--- src/rtl/core/u8d_pkg.sv ---
// Package: shared types, result kinds and lead byte helpers for the UTF-8 decoder.
`default_nettype none

package u8d_pkg;

   localparam int unsigned CONT_DEPTH = 5;

   localparam logic [1:0] KIND_CHAR  = 2'd0;
   localparam logic [1:0] KIND_RAW   = 2'd1;
   localparam logic [1:0] KIND_ERROR = 2'd2;

   typedef logic [CONT_DEPTH-1:0][7:0] cont_type;

   // open sequence bookkeeping; need counts continuation bytes of the sequence in total
   typedef struct packed {
      logic [7:0] lead;
      logic [2:0] need;
      logic [2:0] have;
   } ctl_type;

   localparam ctl_type CTL_CLEAR = '{lead: 8'h00, need: 3'd0, have: 3'd0};

   // one run of results: raw bytes first, then an optional final result
   typedef struct packed {
      logic [2:0]                 raw_cnt;
      logic [CONT_DEPTH-1:0][7:0] raw;
      logic                       fin;
      logic [30:0]                fin_cp;
      logic [1:0]                 fin_kind;
   } run_type;

   // total length of the sequence that a lead byte opens, 0 if not a lead
   function automatic logic [2:0] seq_len(input logic [7:0] b);
      logic [2:0] len;
      len = 3'd0;
      priority if (b[7:5] == 3'b110)     len = 3'd2;
      else if (b[7:4] == 4'b1110)        len = 3'd3;
      else if (b[7:3] == 5'b11110)       len = 3'd4;
      else if (b[7:2] == 6'b111110)      len = 3'd5;
      else if (b[7:1] == 7'b1111110)     len = 3'd6;
      else                               len = 3'd0;
      return len;
   endfunction

   // payload mask of the lead byte, keyed by continuation count
   function automatic logic [7:0] lead_mask(input logic [2:0] need);
      logic [7:0] m;
      unique case (need)
         3'd1:    m = 8'h1f;
         3'd2:    m = 8'h0f;
         3'd3:    m = 8'h07;
         3'd4:    m = 8'h03;
         3'd5:    m = 8'h01;
         default: m = 8'h00;
      endcase
      return m;
   endfunction

endpackage

`default_nettype wire

--- src/rtl/core/u8d_ifs.sv ---
// Interfaces: byte request, result and control register channels.
`default_nettype none

interface u8d_req_if;
   logic       valid;
   logic       ready;
   logic [7:0] byte_in;
   logic       end_of_data;
   modport source (output valid, output byte_in, output end_of_data, input ready);
   modport sink   (input valid, input byte_in, input end_of_data, output ready);
endinterface

interface u8d_rsp_if;
   logic        valid;
   logic        ready;
   logic [30:0] code_point;
   logic [1:0]  kind;
   logic        last_of_run;
   modport source (output valid, output code_point, output kind, output last_of_run,
                   input ready);
   modport sink   (input valid, input code_point, input kind, input last_of_run,
                   output ready);
endinterface

interface u8d_csr_if;
   logic valid;
   logic ready;
   logic force_raw;
   modport source (output valid, output force_raw, input ready);
   modport sink   (input valid, input force_raw, output ready);
endinterface

`default_nettype wire

--- src/rtl/core/utf8_stream_decoder.sv ---
// Top level: UTF-8 byte stream decoder with the legacy 5- and 6-byte forms.
//
//   channel | dir | handshake     | word
//   --------+-----+---------------+-------------------------------------------
//   req_ch  | in  | valid / ready | byte_in[7:0], end_of_data
//   rsp_ch  | out | valid / ready | code_point[30:0], kind[1:0], last_of_run
//   csr_ch  | in  | valid / ready | force_raw (always ready)
//
// A byte is decoded in the cycle it is accepted; its results land in the run
// register and show on rsp_ch from the next cycle on, one word per cycle while rsp_ch.ready is high.
// A byte with one result or none does not hold req_ch off: a new byte is taken while
// the last word of the previous run is being taken.
// A run of more than one word (raw replay in force mode, up to 6) holds req_ch off until its last word is taken.
// Reset (synchronous) clears the open sequence, the run and force_raw.
// An rsp_ch stall freezes the run register and, while it holds a word, req_ch too.
`default_nettype none

module utf8_stream_decoder
   import u8d_pkg::*;
(
   input  logic          clock,
   input  logic          reset,
   u8d_req_if.sink       req_ch,
   u8d_rsp_if.source     rsp_ch,
   u8d_csr_if.sink       csr_ch
);

   logic     force_ff, force_in;
   ctl_type  ctl_ff, ctl_in;
   cont_type cont_ff, cont_in;
   run_type  run_next;

   // run register: raw words shift out first, then the final word
   logic [2:0]                 raw_cnt_ff, raw_cnt_in;
   logic [CONT_DEPTH-1:0][7:0] raw_ff, raw_in;
   logic                       fin_ff, fin_in;
   logic [30:0]                fin_cp_ff, fin_cp_in;
   logic [1:0]                 fin_kind_ff, fin_kind_in;

   logic accept, pop, load, rsp_last;

   u8d_step u_step (
      .ctl         (ctl_ff),
      .cont        (cont_ff),
      .byte_in     (req_ch.byte_in),
      .end_of_data (req_ch.end_of_data),
      .force_raw   (force_ff),
      .ctl_in      (ctl_in),
      .cont_in     (cont_in),
      .run_in      (run_next)
   );

   assign csr_ch.ready = 1'b1;
   assign force_in     = (csr_ch.valid) ? csr_ch.force_raw : force_ff;

   assign rsp_ch.valid       = (raw_cnt_ff != 3'd0) || fin_ff;
   assign rsp_last           = (raw_cnt_ff == 3'd0) || (raw_cnt_ff == 3'd1 && !fin_ff);
   assign rsp_ch.last_of_run = rsp_last;
   assign rsp_ch.code_point  = (raw_cnt_ff != 3'd0) ? {23'd0, raw_ff[0]} : fin_cp_ff;
   assign rsp_ch.kind        = (raw_cnt_ff != 3'd0) ? KIND_RAW : fin_kind_ff;

   assign pop          = rsp_ch.valid && rsp_ch.ready;
   // free now, or the last word of the run leaves this cycle
   assign req_ch.ready = !rsp_ch.valid || (rsp_ch.ready && rsp_last);
   assign accept       = req_ch.valid && req_ch.ready;
   assign load         = accept && ((run_next.raw_cnt != 3'd0) || run_next.fin);

   always_comb begin
      raw_cnt_in  = raw_cnt_ff;
      raw_in      = raw_ff;
      fin_in      = fin_ff;
      fin_cp_in   = fin_cp_ff;
      fin_kind_in = fin_kind_ff;
      if (load) begin
         raw_cnt_in  = run_next.raw_cnt;
         raw_in      = run_next.raw;
         fin_in      = run_next.fin;
         fin_cp_in   = run_next.fin_cp;
         fin_kind_in = run_next.fin_kind;
      end else if (pop) begin
         if (raw_cnt_ff != 3'd0) begin
            raw_cnt_in = raw_cnt_ff - 3'd1;
            raw_in     = {8'h00, raw_ff[CONT_DEPTH-1:1]};
         end else begin
            fin_in = 1'b0;
         end
      end
   end

   always_ff @(posedge clock) begin
      if (reset) begin
         force_ff   <= 1'b0;
         ctl_ff     <= CTL_CLEAR;
         raw_cnt_ff <= 3'd0;
         fin_ff     <= 1'b0;
      end else begin
         force_ff   <= force_in;
         if (accept) ctl_ff <= ctl_in;
         raw_cnt_ff <= raw_cnt_in;
         fin_ff     <= fin_in;
      end
   end

   // payload: no reset; continuation bytes are read only once written
   always_ff @(posedge clock) begin
      if (accept) cont_ff <= cont_in;
      raw_ff      <= raw_in;
      fin_cp_ff   <= fin_cp_in;
      fin_kind_ff <= fin_kind_in;
   end

`ifndef SYNTHESIS
   a_have_below_need: assert property (@(posedge clock) disable iff (reset)
      (ctl_ff.need == 3'd0 && ctl_ff.have == 3'd0) || (ctl_ff.have < ctl_ff.need))
      else $error("collected count not below expected count");

   a_need_range: assert property (@(posedge clock) disable iff (reset)
      ctl_ff.need <= 3'd5)
      else $error("sequence length out of range");

   a_raw_cnt_range: assert property (@(posedge clock) disable iff (reset)
      raw_cnt_ff <= 3'd5)
      else $error("raw replay count out of range");

   a_hold_during_run: assert property (@(posedge clock) disable iff (reset)
      (rsp_ch.valid && !(rsp_ch.ready && rsp_last)) |-> !req_ch.ready)
      else $error("byte taken while a run is still pending");

   a_raw_only_forced: assert property (@(posedge clock) disable iff (reset)
      load && run_next.raw_cnt != 3'd0 |-> force_ff)
      else $error("raw replay without force mode");
`endif

endmodule

`default_nettype wire

--- src/rtl/core/u8d_step.sv ---
// Per-byte decode: next sequence state and the run of results one byte causes.
`default_nettype none

module u8d_step
   import u8d_pkg::*;
(
   input  ctl_type    ctl,
   input  cont_type   cont,
   input  logic [7:0] byte_in,
   input  logic       end_of_data,
   input  logic       force_raw,
   output ctl_type    ctl_in,
   output cont_type   cont_in,
   output run_type    run_in
);

   logic [2:0]  len;
   ctl_type     fr_ctl;
   logic        fr_fin;
   logic [30:0] fr_cp;
   logic [1:0]  fr_kind;
   logic [2:0]  have_inc;
   logic        is_cont;
   logic [30:0] asm_cp;

   // byte seen with no sequence open
   always_comb begin
      len     = seq_len(byte_in);
      fr_ctl  = CTL_CLEAR;
      fr_fin  = 1'b0;
      fr_cp   = '0;
      fr_kind = KIND_CHAR;
      if (!byte_in[7]) begin
         fr_fin = 1'b1;
         fr_cp  = {23'd0, byte_in};
      end else if (len == 3'd0 || end_of_data) begin
         // stray byte, or a lead cut short right away
         fr_fin  = 1'b1;
         fr_cp   = force_raw ? {23'd0, byte_in} : 31'd0;
         fr_kind = force_raw ? KIND_RAW : KIND_ERROR;
      end else begin
         fr_ctl.lead = byte_in;
         fr_ctl.need = len - 3'd1;
      end
   end

   assign have_inc = ctl.have + 3'd1;
   assign is_cont  = (byte_in[7:6] == 2'b10);

   // the incoming byte stands in for the slot it is about to fill
   always_comb begin
      asm_cp = {23'd0, ctl.lead & lead_mask(ctl.need)};
      for (int i = 0; i < CONT_DEPTH; i++) begin
         if (3'(i) < ctl.need)
            asm_cp = {asm_cp[24:0],
                      (3'(i) == ctl.have) ? byte_in[5:0] : cont[i][5:0]};
      end
   end

   always_comb begin
      ctl_in          = ctl;
      cont_in         = cont;
      run_in.raw_cnt  = 3'd0;
      run_in.raw      = {cont[CONT_DEPTH-2:0], ctl.lead};
      run_in.fin      = 1'b0;
      run_in.fin_cp   = '0;
      run_in.fin_kind = KIND_CHAR;
      priority if (ctl.need == 3'd0) begin
         ctl_in          = fr_ctl;
         run_in.fin      = fr_fin;
         run_in.fin_cp   = fr_cp;
         run_in.fin_kind = fr_kind;
      end else if (is_cont) begin
         cont_in[ctl.have] = byte_in;
         if (have_inc >= ctl.need) begin
            run_in.fin    = 1'b1;
            run_in.fin_cp = asm_cp;
            ctl_in        = CTL_CLEAR;
         end else if (end_of_data) begin
            // cut short: in raw mode give back lead and everything collected, else an error
            ctl_in = CTL_CLEAR;
            if (force_raw) begin
               run_in.raw_cnt = have_inc + 3'd1;
               run_in.raw     = {cont_in[CONT_DEPTH-2:0], ctl.lead};
            end else begin
               run_in.fin      = 1'b1;
               run_in.fin_kind = KIND_ERROR;
            end
         end else begin
            ctl_in.have = have_inc;
         end
      end else begin
         // broken sequence; in raw mode the breaking byte starts over
         if (force_raw) begin
            run_in.raw_cnt  = ctl.have + 3'd1;
            ctl_in          = fr_ctl;
            run_in.fin      = fr_fin;
            run_in.fin_cp   = fr_cp;
            run_in.fin_kind = fr_kind;
         end else begin
            ctl_in          = CTL_CLEAR;
            run_in.fin      = 1'b1;
            run_in.fin_kind = KIND_ERROR;
         end
      end
   end

endmodule

`default_nettype wire
--- src/flat_wrapper.sv ---
// flat-port wrapper written by rule: the top's interface ports become plain ports
module utf8_stream_decoder_flat import u8d_pkg::*;
  (clock, reset, req_ch_valid, req_ch_byte_in, req_ch_end_of_data, req_ch_ready, rsp_ch_valid, rsp_ch_code_point, rsp_ch_kind, rsp_ch_last_of_run, rsp_ch_ready, csr_ch_valid, csr_ch_force_raw, csr_ch_ready);
  u8d_req_if req_ch_i ();
  u8d_rsp_if rsp_ch_i ();
  u8d_csr_if csr_ch_i ();
  input  logic clock;
  input  logic reset;
  input wire logic [$bits(req_ch_i.valid)-1:0] req_ch_valid;
  input wire logic [$bits(req_ch_i.byte_in)-1:0] req_ch_byte_in;
  input wire logic [$bits(req_ch_i.end_of_data)-1:0] req_ch_end_of_data;
  output wire logic [$bits(req_ch_i.ready)-1:0] req_ch_ready;
  output wire logic [$bits(rsp_ch_i.valid)-1:0] rsp_ch_valid;
  output wire logic [$bits(rsp_ch_i.code_point)-1:0] rsp_ch_code_point;
  output wire logic [$bits(rsp_ch_i.kind)-1:0] rsp_ch_kind;
  output wire logic [$bits(rsp_ch_i.last_of_run)-1:0] rsp_ch_last_of_run;
  input wire logic [$bits(rsp_ch_i.ready)-1:0] rsp_ch_ready;
  input wire logic [$bits(csr_ch_i.valid)-1:0] csr_ch_valid;
  input wire logic [$bits(csr_ch_i.force_raw)-1:0] csr_ch_force_raw;
  output wire logic [$bits(csr_ch_i.ready)-1:0] csr_ch_ready;
  assign req_ch_i.valid = req_ch_valid;
  assign req_ch_i.byte_in = req_ch_byte_in;
  assign req_ch_i.end_of_data = req_ch_end_of_data;
  assign req_ch_ready = req_ch_i.ready;
  assign rsp_ch_valid = rsp_ch_i.valid;
  assign rsp_ch_code_point = rsp_ch_i.code_point;
  assign rsp_ch_kind = rsp_ch_i.kind;
  assign rsp_ch_last_of_run = rsp_ch_i.last_of_run;
  assign rsp_ch_i.ready = rsp_ch_ready;
  assign csr_ch_i.valid = csr_ch_valid;
  assign csr_ch_i.force_raw = csr_ch_force_raw;
  assign csr_ch_ready = csr_ch_i.ready;
  utf8_stream_decoder u_core (.clock(clock), .reset(reset), .req_ch(req_ch_i), .rsp_ch(rsp_ch_i), .csr_ch(csr_ch_i));
endmodule
--- config.mk ---
export PLATFORM = sky130hd
export DESIGN_NAME = utf8_stream_decoder_flat
export DESIGN_NICKNAME = d
export VERILOG_FILES = /design/src/rtl/core/u8d_pkg.sv /design/src/rtl/core/u8d_ifs.sv /design/src/rtl/core/utf8_stream_decoder.sv /design/src/rtl/core/u8d_step.sv /design/src/flat_wrapper.sv
export SDC_FILE = /design/constraint.sdc
export NUM_CORES = 1
export LEC_CHECK = 0
export ABC_AREA = 1
export BUFFER_PORTS_ARGS = -buffer_cell sky130_fd_sc_hd__buf_2
export CAP_MARGIN = 10
export CORE_ASPECT_RATIO = 1.75
export CORE_UTILIZATION = 52
export CTS_BUF_LIST = sky130_fd_sc_hd__clkbuf_8
export DETAILED_ROUTE_END_ITERATION = 10
export GPL_ROUTABILITY_DRIVEN = 1
export PLACE_DENSITY = 0.73
export SLEW_MARGIN = 20
export SYNTH_ARGS = -nofsm -noshare
export SYNTH_HDL_FRONTEND = slang
export SYNTH_SLANG_ARGS = --single-unit
--- constraint.sdc ---
create_clock -name clock -period 3.7 [get_ports clock]
set_clock_uncertainty 0.05 [all_clocks]
set_input_delay 0.185 -clock clock [delete_from_list [all_inputs] [get_ports clock]]
set_output_delay 0.185 -clock clock [all_outputs]
set_load 0.05 [all_outputs]
== After elaboration in Yosys (flattened, before gate mapping) ==
Cells that the tools add are included.
Widths: inputs -> output; s select.
Word-level totals
  register bits: 132
  input port bits: 15
  output and inout bits: 37
  logic and storage cells: 139
Operators by class
  add/subtract/negate cells: 4
  $lt $le $gt $ge: 8
  equal/unequal tests: 18
  mux-type cells: 64
  bitwise operators: 2
  reductions and logical operators: 25
Operators with widths (number)
  $mux 31: 7
  $mux 40: 4
  $mux 43: 3
  $mux 14: 5
  $mux 34: 2
  $mux 44: 1
  $bwmux 40: 1
  $mux 11: 3
  $mux 3: 11
  $mux 8: 4
  $mux 6: 5
  $pmux 5 s5: 1
  $demux 8 s3: 1
  $mux 2: 8
  $logic_not 3->1: 4
  $eq 3x3->1 const B: 3
  $and 8x8->8: 1
  $mux 1: 8
  $eq 7x7->1 const B: 1
  $add 3x1->3 const B: 2
  $eq 2x3->1 const A: 2
  $eq 3x1->1 const B: 2
  $eq 3x2->1 const B: 2
  $eq 6x6->1 const B: 1
  other kinds (22): 39

== Longest topological paths before layout ==
  depth after elaboration: 17
  depth in mapped cells: 16
  mapped depth without buffers: 15

== Modules after synthesis ==
From an unflattened synthesis, not the netlist that was laid out.
Unflattened totals
  cell total of the unflattened synthesis: 1104
  area total of the unflattened synthesis: 8388.0 um2
Modules (own cells, without submodules)
  utf8_stream_decoder: instances 1, cells each 431, area an instance 5054.8 um2, seq. area each 3773.6 um2
  u8d_step: instances 1, cells each 673, area an instance 3333.2 um2, seq. area each 0.0 um2

== Worst setup path after synthesis ==
Ideal clock, no wire load.
  path type: register to register
  start point: register u_core.ctl_ff[5] (netlist name)
  end point: register u_core.raw_ff[0] (netlist name) (enable)
  arrival: 3251 ps
  slack: 1 ps
  stages on the path, launching flop included: 16
  clock period less this slack: 3699 ps
  cell sequence: dfxtp_1 -> inv_1 -> clkbuf_1 -> clkbuf_1 -> ha_1 -> a21oi_1 -> nand3_1 -> inv_1 -> nand2_1 -> nand2_1 -> nand2_1 -> nand3_1 -> o21bai_4 -> buf_6 -> buf_4 -> nand2_1
Between the ends
  longest elaborated chain between the ends: 9
Ends and longest elaborated chain
  from (decl): RTL line utf8_stream_decoder.sv:29  | ctl_type ctl_ff, ctl_in;
  from (signal assigned): RTL line utf8_stream_decoder.sv:98  | if (accept) ctl_ff <= ctl_in;
  $ge 3x3->1: RTL line u8d_step.sv:75  | if (have_inc >= ctl.need) begin
  $mux 43: RTL line u8d_step.sv:75
  $mux 3: RTL line u8d_step.sv:73  | end else if (is_cont) begin
  $mux 43: RTL line u8d_step.sv:68  | priority if (ctl.need == 3'd0) begin
  $reduce_bool 3->1: RTL line utf8_stream_decoder.sv:66  | assign load = accept && ((run_next.raw_cnt != 3'd0) || run_next.fin);
  $logic_or 1x1->1 *: RTL line utf8_stream_decoder.sv:66
  $logic_and 1x1->1 *: RTL line utf8_stream_decoder.sv:66
  $reduce_bool 2->1 (no source line)
  $reduce_and 2->1 (no source line) *
  to (signal assigned): RTL line utf8_stream_decoder.sv:107  | raw_ff <= raw_in;
  to (decl): RTL line utf8_stream_decoder.sv:35  | logic [CONT_DEPTH-1:0][7:0] raw_ff, raw_in;
Mark *: on every way between the ends. The rest lies on a longest branch, timed or not.
A chain may end at the register's enable or synchronous reset.

==> flow_summary_export.csv <==
group,metric,value,unit
die,initial_utilization,0.532,
sta,setup_slack,0.343,ns
routing,viasPerCell,5.49,
clock_network,cts_tree,"done",
die,coreArea,13800,µm²
grt,grt_max_degree,56,
outcome,status,"finished clean",
yosys,syn_avg_cell_area,8.24,µm²
layout,final_layout_size_suffix_gt1_frac,0.136,
layout,fin_cells,1137,
die,rows,57,
yosys,synth_common_cells,"nand2_1, o21ai_0, edfxtp_1, inv_1, nor2_1",
critical_path,r2r_start,"u_core.ctl_ff[0]$_SDFFE_PP0P_",
grt,use_met1,0.318,
critical_path,worst-r2r-cell-count,13,
critical_path,startpoint,"u_core.ctl_ff[0]$_SDFFE_PP0P_",
critical_path,crit_fanout,55,
place,portBuffers,50,
layout,num_antenna_cells,0,
yosys,synthAdderAreaFrac,0.0238,
place,dp_cells,1100,
critical_path,crit_slowest_cell,"buf_4",
yosys,synth-simple-area-share,0.208,
grt,grt_first_pass_wirelength,30.8,mm
critical_path,cp_cell_sequence,"ha_1 -> ha_1 -> inv_1 -> ha_1 -> a21oi_1 -> nand3_1 -> inv_1 -> nand3_1 -> nand2_1 -> inv_2 -> o21bai_4 -> buf_4 -> o21ai_0",
sta,setup_viol,0,
clock_network,cts_resized,0,
grt,antenna_found_initial,0,
yosys,yosysTopAreaCell,"edfxtp_1",
clock_network,clock_latency,0.45,ns
place,placed_area,7790,µm²
clock_network,numCtsBuffers,17,
sta,worstMarginPinSlew,0.808,ns
critical_path,worst-setup-path-type,"reg -> reg",
sta,hold_viol,0,
critical_path,start_kind,"register",
critical_path,end_kind,"register",
place,hpwl,14.5,mm
yosys,yosysSeqAreaShare,0.505,
sta,rsz0062_at_grt,"no",
critical_path,crit_buf_inv,4,
routing,drc_errors,0,
clock_network,htree_levels,4,
yosys,yosys_warnings,0,
critical_path,required,3.82,ns
yosys,synth_edf_count,111,
critical_path,path_delay_family,"adder cells",
critical_path,path_common_cell,"ha_1",
pwr,peakVddDrop,0.249,mV
critical_path,arrival,3.48,ns
yosys,synth-main-ff-cell,"edfxtp_1",
min_path,hold_class,"in -> reg",
flow_run,drv_cap,0,
layout,synthToLayoutAreaGrowth,11.4,%
yosys,ys_ff_latch,130,
routing,first_pass_iters,5,
yosys,syn-cell-area,7360,µm²
grt,met3_usage,0.0463,
min_path,hold_path_depth,1,
min_path,worstHoldStart,"req_ch_byte_in[4]",
place,gp_congestion,0.980,
grt,grt_pass1_vias,5890,
yosys,syn_inst,893,
routing,num_vias,6244,
layout,design_area,8200,µm²
yosys,synth_xor_area_frac,0.00119,
clock_network,cts-root-buf,"clkbuf_8",
die,ios,52,
yosys,synth_area_leaders,"edfxtp_1, nand2_1, o21ai_0, dfxtp_1, inv_1",
routing,wl_per_cell,17.2,µm
sta,totalNegativeSetupSlack,0,ns
layout,finalNetCount,976,
critical_path,cp_slowest_stage_delay,0.48,ns
yosys,synth_nets,922,
pwr,power.density,684,nW/µm²
die,chipHeight,159,µm
critical_path,cp_num_cells,13,
pwr,p_leak,3.37,nW
grt,met2_usage,0.478,
clock_network,clock_sinks,130,
routing,totalWireLength,19.6,mm
yosys,synth_most_common_cell,"nand2_1",
place,place_worst_setup_slack,0.434,ns
die,die_area,14600,µm²
routing,first_iter_violations,407,
grt,grt_usage,0.279,
yosys,yosysUniqueCellTypes,44,
clock_network,cts.clk_slew.worst_paths,0.08,ns
yosys,synthArstFlopShare,0,
die,die_w,91.9,µm
grt,grt_overflow,0,
sta,slew_violations,0,
yosys,synthDominantCellAreaShare,0.453,
sta,relSlewSlack,0.459,
routing,final_antenna_net_count,0,
yosys,synth_top_family_by_area,"simple AND/OR/NAND/NOR gates",
sta,period_needed,3.36,ns
clock_network,clock_path_buffers,2,
sta,max_freq,298,MHz
grt,grt-busiest-layer,"met2",
yosys,synth-compound-area-share,0.174,
yosys,synthMuxAreaShare,0.00952,
sta,min_period_over_period,0.907,
metal layers:
layer	routed length [µm]	share of wire
met5	0	0
met1	7580	0.39
met4	1250	0.064
met3	798	0.041
met2	9970	0.51
timing repair:
| action | 4_1_cts | 5_1_grt |
|---|---|---|
| hold buffers | 5 | 0 |
| endpoints found under the hold margin | 4 | 0 |
| setup buffers | 0 | 0 |
layout make-up:
class	count	area, µm²
clock buffers	17	234
clock inverters	15	119
fillers	1279	5640
inverters	107	402
multi-input cells	620	3070
flip-flops and latches	130	3710
well taps	177	221
repair buffers	71	433
worst paths after layout:
kind	to	slack, ns
min	u_core.cont_ff[36]$_DFFE_PP_	0.04
max reg2reg	u_core.raw_ff[17]$_DFFE_PP_	0.34
min reg2reg	u_core.ctl_ff[13]$_SDFFE_PP0P_	0.43
max	u_core.raw_ff[17]$_DFFE_PP_	0.34
state kept, by name, summed over array words and instances (netlist names):
register	count
u_core.ctl_ff	14
u_core.fin_cp_ff	31
u_core.fin_ff	1
u_core.raw_cnt_ff	3
u_core.raw_ff	40
u_core.cont_ff	38
u_core.fin_kind_ff	2
u_core.force_ff	1
power breakdown:
| part | switching (mW) | internal, mW |
|---|---|---|
| Combinational | 1.78 | 0.503 |
| Sequential | 0.124 | 2.10 |
| Clock | 0.577 | 0.520 |
cells in the final DEF (no fill, tap or decap), types with 5 or more instances in the layout:
master,Yosys,routed
o21ai_1,14,14
mux2i_1,7,7
a211oi_1,6,6
o21ai_0,123,123
inv_1,97,97
buf_2,13,50
inv_2,10,10
nor2_1,82,81
nand4_1,6,6
nand3_1,31,31
nand2_1,219,218
buf_4,2,15
clkbuf_8,0,17
o32ai_1,8,8
edfxtp_1,111,111
clkinvlp_4,0,6
dlygate4sd3_1,0,5
nand2_2,6,7
ha_1,14,14
o211ai_1,13,13
dfxtp_1,19,19
a21oi_1,41,41
or2_2,11,11
o22ai_1,13,13
stage by stage:
step / hold slack (ns) / utilization / power (mW)
after global routing: 0.0150 / 0.592 / 5.91
after CTS: 0.00494 / 0.592 / 5.63
after detailed placement: 0.371 / 0.563 / 4.55
final: 0.0381 / 0.592 / 5.61
after global placement: 0.366 / 0.563 / 4.51
after floorplan: 0.234 / - / 4.01
logic make-up (layout without fill, tap and decap cells):
| kind of cell | count (synthesis) | count (layout) |
|---|---|---|
| adder cells (fa/ha/maj) | 14 | 14 |
| AO/OA/AOI/OAI | 229 | 229 |
| AND/OR/NAND/NOR | 368 | 368 |
| multiplexers | 7 | 7 |
| XOR/XNOR | 1 | 1 |
| buffers and inverters | 143 | 210 |
| flip-flops | 130 | 130 |
| other | 1 | 1 |
Power figures use the tool's default switching activity.
